$ cat src/design/lsfp_pkg.sv
package lsfp_pkg;

  localparam int PacketsPerFrameDef = 60;

  localparam logic [7:0] SYNC0 = 8'hFA;
  localparam logic [7:0] SYNC1 = 8'hA0;

  localparam logic [5:0] PACKET_LAST   = 6'd41;
  localparam logic [5:0] SPEED_LO_POS  = 6'd2;
  localparam logic [5:0] SPEED_HI_POS  = 6'd3;
  localparam logic [5:0] READING_FIRST = 6'd4;
  localparam logic [5:0] READING_END   = 6'd40;
  localparam logic [2:0] READING_LEN   = 3'd6;

  localparam logic [2:0] K_STR_LO  = 3'd0;
  localparam logic [2:0] K_STR_HI  = 3'd1;
  localparam logic [2:0] K_DIST_LO = 3'd2;
  localparam logic [2:0] K_DIST_HI = 3'd3;

  localparam logic [8:0] TOP_ANGLE = 9'd359;

  // Division by ten of a 16-bit word: (x * 52429) >> 19 is exact over the range.
  localparam logic [16:0] RPM_RECIP = 17'd52429;
  localparam int          RPM_SHIFT = 19;

  // Division by six for offsets below 36: (x * 43) >> 8 is exact there.
  localparam logic [5:0] SLOT_RECIP = 6'd43;

  typedef struct packed {
    logic [8:0]  angle;
    logic [15:0] distance;
    logic [15:0] strength;
    logic [12:0] rpm;
    logic        frame_done;
  } result_t;

endpackage

$ cat src/design/lsfp_byte_if.sv
interface lsfp_byte_if;
  logic       valid;
  logic       ready;
  logic [7:0] byte_in;

  modport source (output valid, output byte_in, input ready);
  modport sink (input valid, input byte_in, output ready);
endinterface

$ cat src/design/lsfp_result_if.sv
interface lsfp_result_if;
  logic        valid;
  logic        ready;
  logic [8:0]  angle;
  logic [15:0] distance;
  logic [15:0] strength;
  logic [12:0] rpm;
  logic        frame_done;

  modport source (
    output valid, output angle, output distance, output strength,
    output rpm, output frame_done, input ready
  );
  modport sink (
    input valid, input angle, input distance, input strength,
    input rpm, input frame_done, output ready
  );
endinterface

$ cat src/design/lidar_scan_frame_parser_unit.sv
// Scan frame parser for a rotating laser range sensor.
// The byte_ch channel carries one received serial byte per item. The
// parser hunts for the sync pair 0xFA, 0xA0, then follows a frame of
// PACKETS_PER_FRAME packets of 42 bytes. Each packet whose header matches
// yields six readings on result_ch (angle, distance, strength, rpm), and
// the last byte of the frame yields one item with frame_done set and all
// other fields zero, after which the hunt resumes.
// One byte is accepted every cycle while byte_ch is ready. A result is
// registered when the byte that completes it is accepted. The running state
// and the rpm divider (a reciprocal multiply) sit in one register stage.
// The result side has a two-entry buffer, so byte_ch stays ready while one
// result waits; it drops ready only when both entries are full, and
// resumes as soon as the receiver takes an item.
// Synchronous reset returns the parser to hunting and empties the
// result buffer.
module lidar_scan_frame_parser_unit
  import lsfp_pkg::*;
#(
  parameter int PACKETS_PER_FRAME = PacketsPerFrameDef
) (
  input  logic                 clk,
  input  logic                 rst,
  lsfp_byte_if.sink            byte_ch,
  lsfp_result_if.source        result_ch
);

  typedef enum logic [2:0] {
    SEEK_SYNC0 = 3'b001,
    SEEK_SYNC1 = 3'b010,
    IN_FRAME   = 3'b100
  } phase_t;

  phase_t       phase, phase_next;
  logic [5:0]   byte_position, byte_position_next;
  logic [5:0]   packet_number, packet_number_next;
  logic         packet_good, packet_good_next;
  logic [7:0]   speed_low, speed_low_next;
  logic [12:0]  rpm_held, rpm_held_next;
  logic [15:0]  strength_held, strength_held_next;
  logic [7:0]   distance_low, distance_low_next;

  result_t      head, skid, res;
  logic         head_valid, skid_valid;
  logic         res_valid;

  logic         accept, pop, push;
  logic [7:0]   b;
  logic [5:0]   rel;
  logic [10:0]  rel_scaled;
  logic [2:0]   slot;
  logic [2:0]   k;
  logic [32:0]  rpm_prod;
  logic [8:0]   idx;
  logic [6:0]   pn_inc;

  assign b      = byte_ch.byte_in;
  assign accept = byte_ch.valid && byte_ch.ready;
  assign pop    = head_valid && result_ch.ready;
  assign push   = accept && res_valid;

  assign rel        = byte_position - READING_FIRST;
  assign rel_scaled = 11'(rel) * 11'(SLOT_RECIP);
  assign slot       = rel_scaled[10:8];
  assign k          = 3'(rel - 6'(slot) * 6'(READING_LEN));
  assign rpm_prod   = 33'({b, speed_low}) * 33'(RPM_RECIP);
  assign idx        = 9'({packet_number, 2'b00}) + 9'({packet_number, 1'b0}) + 9'(slot);
  assign pn_inc     = 7'(packet_number) + 7'd1;

  always_comb begin
    phase_next         = phase;
    byte_position_next = byte_position;
    packet_number_next = packet_number;
    packet_good_next   = packet_good;
    speed_low_next     = speed_low;
    rpm_held_next      = rpm_held;
    strength_held_next = strength_held;
    distance_low_next  = distance_low;
    res_valid          = 1'b0;
    res                = '0;

    unique case (phase)
      SEEK_SYNC1: begin
        if (b == SYNC1) begin
          phase_next         = IN_FRAME;
          byte_position_next = SPEED_LO_POS;
          packet_number_next = '0;
          packet_good_next   = 1'b1;
        end else begin
          phase_next = SEEK_SYNC0;
        end
      end
      IN_FRAME: begin
        if (byte_position == 6'd0) begin
          packet_good_next = (b == SYNC0);
        end else if (byte_position == 6'd1) begin
          packet_good_next = packet_good && (b == SYNC1 + 8'(packet_number));
        end else if (byte_position == SPEED_LO_POS) begin
          speed_low_next = b;
        end else if (byte_position == SPEED_HI_POS) begin
          if (packet_good) begin
            rpm_held_next = rpm_prod[RPM_SHIFT +: 13];
          end
        end else if (byte_position < READING_END) begin
          if (k == K_STR_LO) begin
            strength_held_next = {8'd0, b};
          end else if (k == K_STR_HI) begin
            strength_held_next = {b, strength_held[7:0]};
          end else if (k == K_DIST_LO) begin
            distance_low_next = b;
          end else if (k == K_DIST_HI && packet_good) begin
            res_valid    = 1'b1;
            res.angle    = TOP_ANGLE - idx;
            res.distance = {b, distance_low};
            res.strength = strength_held;
            res.rpm      = rpm_held;
          end
        end

        if (byte_position >= PACKET_LAST) begin
          byte_position_next = '0;
          if (pn_inc >= 7'(PACKETS_PER_FRAME)) begin
            res_valid          = 1'b1;
            res                = '0;
            res.frame_done     = 1'b1;
            phase_next         = SEEK_SYNC0;
            packet_number_next = '0;
            packet_good_next   = 1'b0;
          end else begin
            packet_number_next = pn_inc[5:0];
          end
        end else begin
          byte_position_next = byte_position + 6'd1;
        end
      end
      default: begin
        phase_next = (b == SYNC0) ? SEEK_SYNC1 : SEEK_SYNC0;
      end
    endcase
  end

  always_ff @(posedge clk) begin
    if (rst) begin
      phase         <= SEEK_SYNC0;
      byte_position <= '0;
      packet_number <= '0;
      packet_good   <= 1'b0;
      speed_low     <= '0;
      rpm_held      <= '0;
      strength_held <= '0;
      distance_low  <= '0;
    end else if (accept) begin
      phase         <= phase_next;
      byte_position <= byte_position_next;
      packet_number <= packet_number_next;
      packet_good   <= packet_good_next;
      speed_low     <= speed_low_next;
      rpm_held      <= rpm_held_next;
      strength_held <= strength_held_next;
      distance_low  <= distance_low_next;
    end
  end

  always_ff @(posedge clk) begin
    if (rst) begin
      head_valid <= 1'b0;
      skid_valid <= 1'b0;
    end else if (pop) begin
      if (skid_valid) begin
        head <= skid;
        if (push) begin
          skid <= res;
        end else begin
          skid_valid <= 1'b0;
        end
      end else if (push) begin
        head <= res;
      end else begin
        head_valid <= 1'b0;
      end
    end else if (push) begin
      if (!head_valid) begin
        head       <= res;
        head_valid <= 1'b1;
      end else begin
        skid       <= res;
        skid_valid <= 1'b1;
      end
    end
  end

  assign byte_ch.ready        = !skid_valid;
  assign result_ch.valid      = head_valid;
  assign result_ch.angle      = head.angle;
  assign result_ch.distance   = head.distance;
  assign result_ch.strength   = head.strength;
  assign result_ch.rpm        = head.rpm;
  assign result_ch.frame_done = head.frame_done;

endmodule

$ cat src/flat_wrapper.sv
// flat-port wrapper written by rule: the top's interface ports become plain ports
module lidar_scan_frame_parser_unit_flat import lsfp_pkg::*;
#(
  parameter int PACKETS_PER_FRAME = PacketsPerFrameDef
)
  (clk, rst, byte_ch_valid, byte_ch_byte_in, byte_ch_ready, result_ch_valid, result_ch_angle, result_ch_distance, result_ch_strength, result_ch_rpm, result_ch_frame_done, result_ch_ready);
  lsfp_byte_if byte_ch_i ();
  lsfp_result_if result_ch_i ();
  input  logic clk;
  input  logic rst;
  input wire logic [$bits(byte_ch_i.valid)-1:0] byte_ch_valid;
  input wire logic [$bits(byte_ch_i.byte_in)-1:0] byte_ch_byte_in;
  output wire logic [$bits(byte_ch_i.ready)-1:0] byte_ch_ready;
  output wire logic [$bits(result_ch_i.valid)-1:0] result_ch_valid;
  output wire logic [$bits(result_ch_i.angle)-1:0] result_ch_angle;
  output wire logic [$bits(result_ch_i.distance)-1:0] result_ch_distance;
  output wire logic [$bits(result_ch_i.strength)-1:0] result_ch_strength;
  output wire logic [$bits(result_ch_i.rpm)-1:0] result_ch_rpm;
  output wire logic [$bits(result_ch_i.frame_done)-1:0] result_ch_frame_done;
  input wire logic [$bits(result_ch_i.ready)-1:0] result_ch_ready;
  assign byte_ch_i.valid = byte_ch_valid;
  assign byte_ch_i.byte_in = byte_ch_byte_in;
  assign byte_ch_ready = byte_ch_i.ready;
  assign result_ch_valid = result_ch_i.valid;
  assign result_ch_angle = result_ch_i.angle;
  assign result_ch_distance = result_ch_i.distance;
  assign result_ch_strength = result_ch_i.strength;
  assign result_ch_rpm = result_ch_i.rpm;
  assign result_ch_frame_done = result_ch_i.frame_done;
  assign result_ch_i.ready = result_ch_ready;
  lidar_scan_frame_parser_unit #(.PACKETS_PER_FRAME(PACKETS_PER_FRAME)) u_core (.clk(clk), .rst(rst), .byte_ch(byte_ch_i), .result_ch(result_ch_i));
endmodule
$ cat config.mk
export PLATFORM = sky130hd
export DESIGN_NAME = lidar_scan_frame_parser_unit_flat
export DESIGN_NICKNAME = d
export VERILOG_FILES = /design/src/design/lsfp_pkg.sv /design/src/design/lsfp_byte_if.sv /design/src/design/lsfp_result_if.sv /design/src/design/lidar_scan_frame_parser_unit.sv /design/src/flat_wrapper.sv
export SDC_FILE = /design/constraint.sdc
export NUM_CORES = 1
export LEC_CHECK = 0
export BUFFER_PORTS_ARGS = -buffer_cell sky130_fd_sc_hd__buf_2
export CAP_MARGIN = 10
export CELL_PAD_IN_SITES_DETAIL_PLACEMENT = 1
export CELL_PAD_IN_SITES_GLOBAL_PLACEMENT = 1
export CORE_MARGIN = 2
export CORE_UTILIZATION = 54
export DETAILED_ROUTE_END_ITERATION = 10
export PLACE_DENSITY = 0.85
export SYNTH_ARGS = -nofsm -noshare
export SYNTH_HDL_FRONTEND = slang
export SYNTH_SLANG_ARGS = --single-unit
export TNS_END_PERCENT = 10
$ cat constraint.sdc
create_clock -name clk -period 21.3 [get_ports clk]
set_clock_uncertainty 0.15 [all_clocks]
set_input_delay 4.26 -clock clk [delete_from_list [all_inputs] [get_ports clk]]
set_output_delay 4.26 -clock clk [all_outputs]
set_load 0.03 [all_outputs]
# [Word level (Yosys, flattened, before mapping)]
# Index checks and enable logic that the tools add are counted.
[totals] ff_bits=173 inputBits=12
[classes] n_bitwise=7 n_eq_ne=19 multipliers=3 n_mux=62 n_addsub=8 reduce_logical=25 magnitude_cmp=3
[ops] cell="55-bit two-way mux" n=12
[ops] cell="54-bit two-way mux" n=9
[ops] cell="16-bit by 16-bit multiplier with 32-bit output (second input constant)" n=1
[ops] cell="16-bit two-way mux" n=2
[ops] cell="6-bit two-way mux" n=5
[ops] cell="1-bit two-way mux" n=26
[ops] cell="6-bit case mux with 2 select lines" n=2
[ops] cell="8-bit == test (second input constant)" n=2
[ops] cell="8-bit AND reduction" n=2
[ops] cell="6-bit by 2-bit == test with 1-bit output (second input constant)" n=2
[ops] cell="6-bit by 6-bit multiplier with 11-bit output (second input constant)" n=1
[ops] cell="10-bit AND reduction" n=1
[ops] cell="5-bit AND reduction" n=2
[ops] cell="2-bit nonzero test" n=5
[ops] cell="8-bit by 7-bit adder with 9-bit output" n=1
[ops] cell="9-bit by 3-bit adder with 9-bit output" n=1
[ops] cell="3-bit by 2-bit == test with 1-bit output (second input constant)" n=3
[ops] cell="3-bit two-way mux" n=3
[ops] cell="3-bit AND reduction" n=3
[ops] cell="9-bit subtractor (first input constant)" n=1
[ops] cell="8-bit by 6-bit adder with 8-bit output (first input constant)" n=1
[ops] cell="8-bit == test" n=1
[ops] cell="2-bit by 1-bit != test with 1-bit output (second input constant)" n=4
[ops] cell="2-bit != test (second input constant)" n=4
[ops] cell="other kinds (22)" n=33

# [Depth between registers and ports, before layout]
[depth] depth_word=22 depth_mapped=25

# [Worst setup path after synthesis]
# No wires, ideal clock.
[synth_path] path_type="input -> register" from="input port rst" to="register u_core.skid[0] (netlist bit) (enable)" t_arrival_ps=10736 setup_ps=638 path_stages=4 path_slack_ps=9776 required_time_ps=20512 cell_sequence="clkbuf_1 a21oi_1 nand2_1 a2111oi_1"
[synth_via] elab_chain_cells=2
[synth_lines] element="start, declared" line_no="flat_wrapper.sv:10" rtl="input logic rst;"
[synth_lines] element="1-bit inverter (no line)"
[synth_lines] element="5-bit AND reduction (no line)"
[synth_lines] element="end signal, assigned" line_no="lidar_scan_frame_parser_unit.sv:171" rtl="skid <= res;"
[synth_lines] element="end signal, assigned" line_no="lidar_scan_frame_parser_unit.sv:185" rtl="skid <= res;"
[synth_lines] element="end, declared" line_no="lidar_scan_frame_parser_unit.sv:42" rtl="result_t head, skid, res;"
# Every way passes these cells.
# A chain may end at the register's enable or synchronous reset.

# [Worst setup path in the final report]
[layout_path] from="input port byte_ch_byte_in[0]" to="register u_core.rpm_held[8]"
[layout_via] elab_chain_cells=1
[layout_lines] element="start, declared" line_no="flat_wrapper.sv:12" rtl="input wire logic [$bits(byte_ch_i.byte_in)-1:0] byte_ch_byte_in;"
[layout_lines] element="16-bit by 16-bit multiplier with 32-bit output" line_no="lidar_scan_frame_parser_unit.sv:65" rtl="assign rpm_prod = 33'({b, speed_low}) * 33'(RPM_RECIP);"
[layout_lines] element="end signal, assigned" line_no="lidar_scan_frame_parser_unit.sv:157" rtl="rpm_held <= rpm_held_next;"
[layout_lines] element="end, declared" line_no="lidar_scan_frame_parser_unit.sv:38" rtl="logic [12:0] rpm_held, rpm_held_next;"
# Every way passes these cells.

==> results by stage <==
Clock network:
- The number of buffers on the longest clock path is 2.
- The CTS root buffer is clkbuf_16.
- The clock-pin slew reported for the worst setup and hold paths after clock tree synthesis is 0.09 ns.
- Clock tree synthesis found a total of 173 sinks.
- The number of hold buffers added after CTS was 0.
- Buffers inserted during clock tree synthesis total 17.
- The number of gates resized after cts is 0.
- At the later pin of the worst-skew pair, clock insertion delay measures 0.46 ns.
- The clock tree from TritonCTS is built.
- Once the clock tree was built, the setup fixing pass inserted 0 buffers.
- The number of levels in the clock H-tree is 4.

Synth:
- During synthesis, Yosys emitted a total of 0 warnings.
- The post-synth net total is 1569.
- Ranked by total cell area, the synthesized netlist is headed by edfxtp_1, ha_1, fa_1.
- The synthesized cell area is 0.0130 mm2.
- The primary flip-flop cell chosen by synthesis mapping is edfxtp_1.
- The synthesized netlist cell count is 1289.
- The cell type with the highest aggregate area in the netlist is edfxtp_1.
- The average instance area after synthesis is 10.1 um2.
- After synthesis the netlist holds a flip-flop and latch count of 173.
- Yosys mapped a number of flops with a built-in enable equal to 110.
- For this run, asynchronously set or reset flops after synthesis account for 0%.
- The sequential-to-total area share from yosys stat is 35.1%.
- The proportion of netlist area held by the largest area contributor is 25.4%.
- Yosys mapped the design onto 61 distinct sky130hd cell types.

STA:
- The slack of the critical path is 11.87 ns.
- Derived from the worst setup path, the maximum achievable clock frequency is 106 MHz.
- Dividing the final minimum period by the clock period gives 44.3%.
- The count of final max-slew check failures is 0.
- The count of final hold-check violations was 0.
- Setup repair after global routing left no endpoint under its margin.
- The number of setup violations in the final report is 0.
- The smallest clock period supported by the final layout is computed as 9.43 ns.
- The worst hold margin is 0.335 ns.
- The headroom to the max-slew limit is 35.1%.
- At the pin with the least slew margin, the transition time is 0.953 ns.
- The summed negative setup slack over all endpoints is 0 ns.

Worst setup path:
- The kind of critical path is in2reg.
- The critical path's most frequent cell is fa_1.
- STA classifies the critical path endpoint as a register.
- The required time of the critical path is 21.50 ns.
- The largest fanout on the critical path is 9.
- Walking the worst path, the cells encountered are buf_2, inv_1, ha_1, fa_1, inv_1, fa_1, fa_1, inv_1, fa_1, fa_1, ha_1, or3_1, o21ai_1, inv_1, and3_1, o21a_1, o311ai_0.
- The arrival time of data at the critical path endpoint is 9.63 ns.
- The worst setup path is launched from an input pin.
- For this run, the slowest stage of the critical path takes 0.57 ns.
- The worst register-to-register path has a setup slack of 13.99 ns.
- The master of the slowest instance on the critical path is fa_1.

Placement:
- During placement, the flow inserted port buffers numbering 68.
- The placer congestion estimate is 0.901.
- Detailed placement finished with a half-perimeter wire length of 27.3 mm.
- The pre-CTS setup slack is 11.44 ns.

Power and ir drop:
- For this design the static power due to leakage is 6.51 nW.
- After layout, the design draws a total of 0.955 mW.
- The power per standard cell area is 66.8 mW/mm2.
- The peak ir drop on the vdd network is 64.9 uV.

GRT:
- The residual overflow from global routing is 0.
- The wire length of the first global-routing pass is 59.1 mm.
- Global routing consumed, over all layers together, 30.1% of the routing resources.
- The via count of the first global-routing pass is 11.0k.
- The number of antenna violations at the first check in global routing is 0.
- Entering global routing, the biggest net connects 56 pins.

Job:
- The number of maximum-capacitance violations is 0.

Floorplan:
- The die area is 0.0253 mm2.
- Once the floorplan was initialized, standard cells occupied 55.2% of the core.
- In this run the count of I/O pins placed on the die edge is 69.
- Measured along the y axis, the die boundary spans 159 um.
- The floorplan die width is 159 um.
- The total area inside the core boundary comes to 0.0235 mm2.
- The number of placement rows is 56.

Finish:
- The antenna diode count is 0.
- After filler insertion, the fill cell instance count of the layout stands at 2602.
- The top cell types in the final layout, fill and taps aside, are inv_1, ha_1, nand2_1.
- The fraction of layout instances using a drive strength above 1 is 9.08%.
- The area of the multi-input gates is 0.00758 mm2.
- The commonest non-fill, non-tap cell in the layout is inv_1.
- The final core utilization is 60.7%.
- The area growth from synthesis to layout is 9.96%.
- Across the whole layout, storage elements account for 0.00456 mm2.
- The number of nets in the final layout is 1621.

Detailed routing:
- For this run, the detailed router's first-pass iteration total came to 7.
- For this block, the initial DRC count from the detailed router was 620.
- The via total after detailed routing is 9858.
- The mean number of vias per cell is 5.89.
- The average wire per standard cell is 22.0 um.
- After detailed routing, the total wire length is 36.9 mm.
- In the routed design, unresolved DRC markers number 0.
- The antenna violation net count after detailed routing is 0.

Min path:
- In this run the worst hold path is classified as reg2reg.

Run status:
- The run finished with clean final reports.
-- registers in the layout, indices dropped and copies added (netlist names), 6 cells and up --
signal                     cells
u_core.speed_low               8
u_core.byte_position           6
u_core.result_ch.strength     16
u_core.strength_held          16
u_core.rpm_held               13
u_core.result_ch.angle         9
u_core.packet_number           6
u_core.distance_low            8
u_core.result_ch.distance     16
u_core.result_ch.rpm          13
u_core.skid                   55
-- per-layer routing --
| layer | part of all wire (%) | routed length [um] | GRT usage, % | up-vias |
|---|---|---|---|---|
| met5 | 0 | 0 | 0 | - |
| met1 | 40 | 14700 | 35.0 | 4962 |
| met4 | 4.1 | 1500 | 14.0 | 0 |
| li1 | - | - | - | 4470 |
| met3 | 4.8 | 1760 | 5.60 | 108 |
| met2 | 51 | 18900 | 53.9 | 318 |
-- per-stage QoR --
stage	cells	cell area, um2
after CTS	1673	14300
after floorplan	1289	13000
after global routing	1673	14300
after global placement	1641	13700
final	1673	14300
after detailed placement	1641	13700
-- cell usage after synthesis (22+ instances only) --
master and n:
o31ai_1 22, mux2i_1 28, edfxtp_1 110, xnor2_1 27
clkbuf_1 35, nand2_1 161, o21ai_0 60, fa_1 90
nand3_1 31, ha_1 178, dfxtp_1 63, a21oi_1 46
inv_1 189, nor2_1 56, and2_1 39
-- worst max-delay path: cells and delay by family --
| kind | cells | cell delay, ns |
|---|---|---|
| AO/OA/AOI/OAI | 3 | 0.85 |
| adder cells (fa/ha/maj) | 7 | 3.20 |
| buffers and inverters | 5 | 0.75 |
| AND/OR/NAND/NOR | 2 | 0.56 |
-- worst paths after layout --
path                            cells past startpoint                            startpoint                                      end
worst max-delay path                               17                    byte_ch_byte_in[0]          u_core.rpm_held[8]$_SDFFE_PP0P_
worst min-delay path                                2  u_core.strength_held[1]$_SDFFE_PP0P_     u_core.strength_held[1]$_SDFFE_PP0P_
worst max register to register                     21  u_core.byte_position[2]$_SDFFE_PP0P_  u_core.result_ch.distance[10]$_DFFE_PP_
worst min register to register                      2  u_core.strength_held[1]$_SDFFE_PP0P_     u_core.strength_held[1]$_SDFFE_PP0P_
-- layout make-up --
cell class / count / share of cell area, %
Inverter: 189 / 4.96
Multi-Input combinational cell: 884 / 53.1
Tap cell: 319 / 2.79
Timing Repair Buffer: 76 / 2.80
Clock buffer: 17 / 2.98
Clock inverter: 15 / 1.49
Sequential cell: 173 / 31.9
-- report_power, final --
part	total (mW)	switching [mW]	leakage [nW]	internal, mW
combinational	0.270	0.167	4.49	0.103
clock	0.333	0.170	0.300	0.163
sequential	0.352	0.000312	1.72	0.352
-- logic make-up (layout without fill, tap and decap cells) --
family                     Yosys count  count (layout)  share of synthesized area, %
AOI/OAI and AO/OA                  190             190                          9.26
adders and majority gates          268             268                          31.0
muxes                               32              32                          2.56
xor gates and xnor gates            36              36                          2.43
and+or+nand+nor                    358             358                          12.9
buffers and inverters              232             297                          6.79
DFF                                173             173                          35.1
(Power assumes the default switching activity.)
